File: src/sv/ddwsl_pkg.sv
`timescale 1ns / 1ps

package ddwsl_pkg;

  // Wheel order inside every four-wide vector
  localparam int W_LO = 0;
  localparam int W_LI = 1;
  localparam int W_RO = 2;
  localparam int W_RI = 3;
  localparam int NWHEEL = 4;

  // Configuration register indexes
  localparam logic [1:0] REG_IHW = 2'd0;
  localparam logic [1:0] REG_OCD = 2'd1;
  localparam logic [1:0] REG_L2A = 2'd2;
  localparam logic [1:0] REG_LIM = 2'd3;

  // Pipeline shape
  localparam int KIN_STG = 6;
  localparam int QB      = 17;             // quotient bits
  localparam int DIV_STG = QB + 1;         // range check plus one stage per quotient bit
  localparam int NSTG    = KIN_STG + DIV_STG + 1;

  // Datapath widths
  localparam int MAG_W = 28;               // |speed| before limiting
  localparam int NUM_W = MAG_W + 16;       // |speed| * limit
  localparam int REM_W = MAG_W + QB;       // partial remainder
  localparam int OUT_W = 17;

  localparam logic [15:0] SAT = 16'hFFFF;

  typedef struct packed {
    logic [15:0] ihw;
    logic [15:0] ocd;
    logic [15:0] l2a;
    logic [15:0] lim;
  } cfg_t;

endpackage

File: src/sv/ddwsl_div_lane.sv
`timescale 1ns / 1ps

module ddwsl_div_lane (
  input  logic                               clk_i,
  input  logic [ddwsl_pkg::DIV_STG-1:0]      en_i,
  input  logic                               sign_i,
  input  logic [ddwsl_pkg::MAG_W-1:0]        mag_i,
  input  logic [ddwsl_pkg::NUM_W-1:0]        num_i,
  input  logic [ddwsl_pkg::MAG_W-1:0]        den_i,
  input  logic                               limited_i,
  output logic signed [ddwsl_pkg::OUT_W-1:0] res_o,
  output logic                               limited_o
);
  import ddwsl_pkg::*;

  logic              sg_q  [DIV_STG];
  logic              lf_q  [DIV_STG];
  logic              ovf_q [DIV_STG];
  logic [15:0]       vs_q  [DIV_STG];
  logic [MAG_W-1:0]  d_q   [DIV_STG];
  logic [REM_W-1:0]  r_q   [DIV_STG];
  logic [QB-1:0]     q_q   [DIV_STG];
  logic [15:0]       mag_d;

  always_ff @(posedge clk_i) begin
    // range check: quotient above the 17-bit field saturates
    if (en_i[0]) begin
      sg_q[0]  <= sign_i;
      lf_q[0]  <= limited_i;
      vs_q[0]  <= (mag_i > MAG_W'(SAT)) ? SAT : mag_i[15:0];
      d_q[0]   <= den_i;
      ovf_q[0] <= REM_W'(num_i) >= (REM_W'(den_i) << QB);
      r_q[0]   <= REM_W'(num_i);
      q_q[0]   <= '0;
    end
    // one restoring step per stage, most significant quotient bit first
    for (int j = 1; j < DIV_STG; j++) begin
      if (en_i[j]) begin
        sg_q[j]  <= sg_q[j-1];
        lf_q[j]  <= lf_q[j-1];
        vs_q[j]  <= vs_q[j-1];
        d_q[j]   <= d_q[j-1];
        ovf_q[j] <= ovf_q[j-1];
        if (r_q[j-1] >= (REM_W'(d_q[j-1]) << (QB - j))) begin
          r_q[j] <= r_q[j-1] - (REM_W'(d_q[j-1]) << (QB - j));
          q_q[j] <= q_q[j-1] | (QB'(1) << (QB - j));
        end else begin
          r_q[j] <= r_q[j-1];
          q_q[j] <= q_q[j-1];
        end
      end
    end
  end

  // pick scaled or plain speed, clamp, restore sign
  always_comb begin
    if (!lf_q[DIV_STG-1]) begin
      mag_d = vs_q[DIV_STG-1];
    end else if (ovf_q[DIV_STG-1] || q_q[DIV_STG-1][QB-1]) begin
      mag_d = SAT;
    end else begin
      mag_d = q_q[DIV_STG-1][15:0];
    end
  end

  assign res_o     = sg_q[DIV_STG-1] ? -$signed({1'b0, mag_d}) : $signed({1'b0, mag_d});
  assign limited_o = lf_q[DIV_STG-1];

endmodule

File: config.mk
export PLATFORM = sky130hd
export DESIGN_NAME = ddwsl_div_lane
export DESIGN_NICKNAME = d
export VERILOG_FILES = /design/src/sv/ddwsl_pkg.sv /design/src/sv/ddwsl_div_lane.sv
export SDC_FILE = /design/constraint.sdc
export NUM_CORES = 2
export LEC_CHECK = 0
export ABC_AREA = 1
export BUFFER_PORTS_ARGS = -buffer_cell sky130_fd_sc_hd__buf_2
export CORE_AREA = 2 2 417 419
export DETAILED_ROUTE_END_ITERATION = 12
export DIE_AREA = 0 0 419 421
export PLACE_DENSITY = 0.73
export SYNTH_ARGS = -nofsm -noshare
export SYNTH_HDL_FRONTEND = slang
export SYNTH_SLANG_ARGS = --single-unit
File: constraint.sdc
create_clock -name clk_i -period 3.73 [get_ports clk_i]
set_input_delay 0.373 -clock clk_i [delete_from_list [all_inputs] [get_ports clk_i]]
set_output_delay 0.373 -clock clk_i [all_outputs]
set_load 0.1 [all_outputs]
==> reports/results.ini <==
[cts]
clk-insertion-delay-late_ns=0.86
cts_root_buffer=clkbuf_16
numClockSinks=1735
clk_path_buf_depth=3
htree_num_levels=4
cts_made_buffers=180
cts_tree=built
clk_pin_slew_ns=0.08

[floorplanning]
fp-row-count=153
die_y_um=421
ioPinCount=139
start_util=0.596
core-area_um2=172000
die_w_um=419
fp.dieArea_um2=176000

[global_routing]
gr-total-overflow=0
grt_max_degree=101
grt_pass1_wl_um=522000
grtUsageTotal=0.399
grt_pass1_vias=83103
grt_antenna_before_repair=21

[setup_path]
worst-endpoint-arrival_ns=4.40
slowest_stage=o21ai_0
path_cells=inv_1, ha_1, nand3_1, nand3_1, nand2_1, nand2_1, nand2_1, nand3_2, nand2_1, nand2_2, buf_4, o21ai_0
crit_top_cell=nand2_1
r2r-end=r_q[0][61]
worstSetupEndpoint=r_q[0][61]
critical_path.max_fanout=14
r2r_start=d_q[0][1]
cp.required_ns=4.24
ff2ff_setup_slack_ns=-0.16
worst_r2r_path_depth=12
crit_start=d_q[0][1]
path_class=reg2reg
start_kind=register
setup.worst_path.end_class=register
slowest_delay_ns=0.75

[pwr]
cellPowerDensity_nw_per_um2=732
max-vdd-ir-drop_uv=468
p_leak_nw=53.1

[timing]
fin_crit_ns=3.89
fin_skew_ns=0.0394
hold-worst-slack_ns=0.0483
worst_slew_margin_rel=0.254
tightest_slew_ns=1.12
drv_slew=0
final.period_utilization=1.04
setup_viol=3
fin_ws_ns=-0.155
max_freq_ghz=0.257
final-hold-violation-count=0

[route]
drc=0
via_per_inst=5.84
drt-pass1-iter-count=10
drtIter0Drc=12131
routed_wl_um=360000
ant_nets=0
avgRoutedWirePerCell_um=23.6
dr_total_vias=89146

[final_layout]
mostFrequentLayoutCells=4079 x nand2_1, 2264 x inv_1, 1735 x edfxtp_1
nets=13412
post-route-util=0.659
nFillCells=13793
final_common_cell=nand2_1
syn_to_final_growth_pct=10.7
layout-drive-gt1-share=0.0560
fin_area_um2=114000
final_cells=15257

[worst_hold_path]
hp-class=in2reg
hold_start=en_i[12]

[placed_design]
routabilityCongestion=1.06
port_buffers=138
place_hpwl_um=272000
place_inst=14798
dpl_cell_area_um2=106000
place_ws_ns=0.386

[synthesis]
synth_cell_types=54
ys_seq_area_frac=0.507
syn_area_um2=103000
ys.flop_type=edfxtp_1
syn_inst=12389
synth-edff-count=1735
async_flop_share=0
yosys_register_bits=1735
synth_nets=13030
yosysWarningCount=0
avgSynthCellArea_um2=8.29

[flow_run]
maxCapViolations=0

[status]
outcome=finished with violations
violations=setup timing

metal layers:
metal	part of all wire	routed length, um	global-route usage
met5	0.00020	73	0
met4	0.069	24800	0.226
met3	0.11	38300	0.0790
met2	0.44	158000	0.609
met1	0.39	139000	0.532
worst max-delay path: cells and delay by family, from the launching register on:
family,cells,cell delay (ns)
AOI/OAI and AO/OA,1,0.75
buffers and inverters,2,0.46
DFF,1,0.52
adders and majority gates,1,0.40
and+or+nand+nor,8,1.39
sequential cells by signal (all words and copies together), names as in the netlist:
register  count
r_q         764
ovf_q        18
vs_q        288
lf_q         18
q_q         153
sg_q         18
d_q         476
cell families (layout without fill, tap and decap cells):
logic type,after synthesis,count (layout),synth area share
other,0,13,0
xor gates and xnor gates,297,297,0.0253
and+or+nand+nor,6482,6482,0.260
adders and majority gates,520,520,0.0645
DFF,1735,1735,0.507
AOI/OAI and AO/OA,952,952,0.0501
buffers and inverters,2403,2933,0.0927
layout make-up:
| class | instances | area, um2 | area share |
|---|---|---|---|
| Multi-Input combinational cell | 8251 | 41300 | 0.364 |
| Clock buffer | 211 | 4620 | 0.0406 |
| Timing Repair Buffer | 323 | 2570 | 0.0226 |
| Sequential cell | 1735 | 52100 | 0.458 |
| Clock inverter | 119 | 1560 | 0.0137 |
| Timing Repair inverter | 1 | 7.51 | 0.0000660 |
| Inverter | 2279 | 8560 | 0.0753 |
| Tap cell | 2325 | 2910 | 0.0256 |
| Antenna cell | 13 | 32.5 | 0.000286 |
synthesized netlist by cell type (47+ instances only):
| cell type | n | area (um2) |
|---|---|---|
| nor2_1 | 1108 | 4160 |
| o21ai_1 | 62 | 310 |
| inv_1 | 2265 | 8500 |
| o21ai_0 | 281 | 1410 |
| nand3b_1 | 67 | 503 |
| nand3_1 | 735 | 3680 |
| buf_6 | 47 | 529 |
| nand4_1 | 172 | 1080 |
| nor3_1 | 131 | 656 |
| xnor2_1 | 141 | 1230 |
| a21oi_1 | 485 | 2430 |
| ha_1 | 504 | 6310 |
| xor2_1 | 156 | 1370 |
| nand2_1 | 4086 | 15300 |
| edfxtp_1 | 1735 | 52100 |
worst min path at each step:
| stage | end | slack [ns] | cells after the start |
|---|---|---|---|
| 2_1_floorplan | lf_q[10] | 0.40 | 0 |
| 3_3_place_gp | q_q[4][12] | 0.40 | 0 |
| 3_5_place_dp | lf_q[16] | 0.40 | 0 |
| 4_1_cts | r_q[6][21] | 0.02 | 1 |
| 5_1_grt | r_q[6][13] | 0.03 | 1 |
| 6_report | r_q[6][13] | 0.05 | 1 |
repair_timing:
action | CTS | global route
setup buffers | 13 | 2
endpoints found under the hold margin | 208 | 0
pin swaps | 4 | 5
cloned | 1 | 0
resized for setup | 29 | 28
hold buffers | 100 | 0
endpoints found under the setup margin | 14 | 15
per-stage QoR:
step	TNS, ns	power [mW]
floorplan	-0.329	50.7
global placement	0	62.0
detailed placement	0	62.5
CTS	0	81.8
global route	-0.301	87.1
finish	-0.176	83.3
report_power, final:
| part | switching (mW) | leakage, nW | internal (mW) |
|---|---|---|---|
| Clock | 8.48 | 2.96 | 10.8 |
| Sequential | 3.39 | 16.8 | 26.3 |
| Combinational | 23.7 | 33.3 | 10.6 |
| Total | 35.6 | 53.1 | 47.6 |
Power figures use the tool's default switching activity.
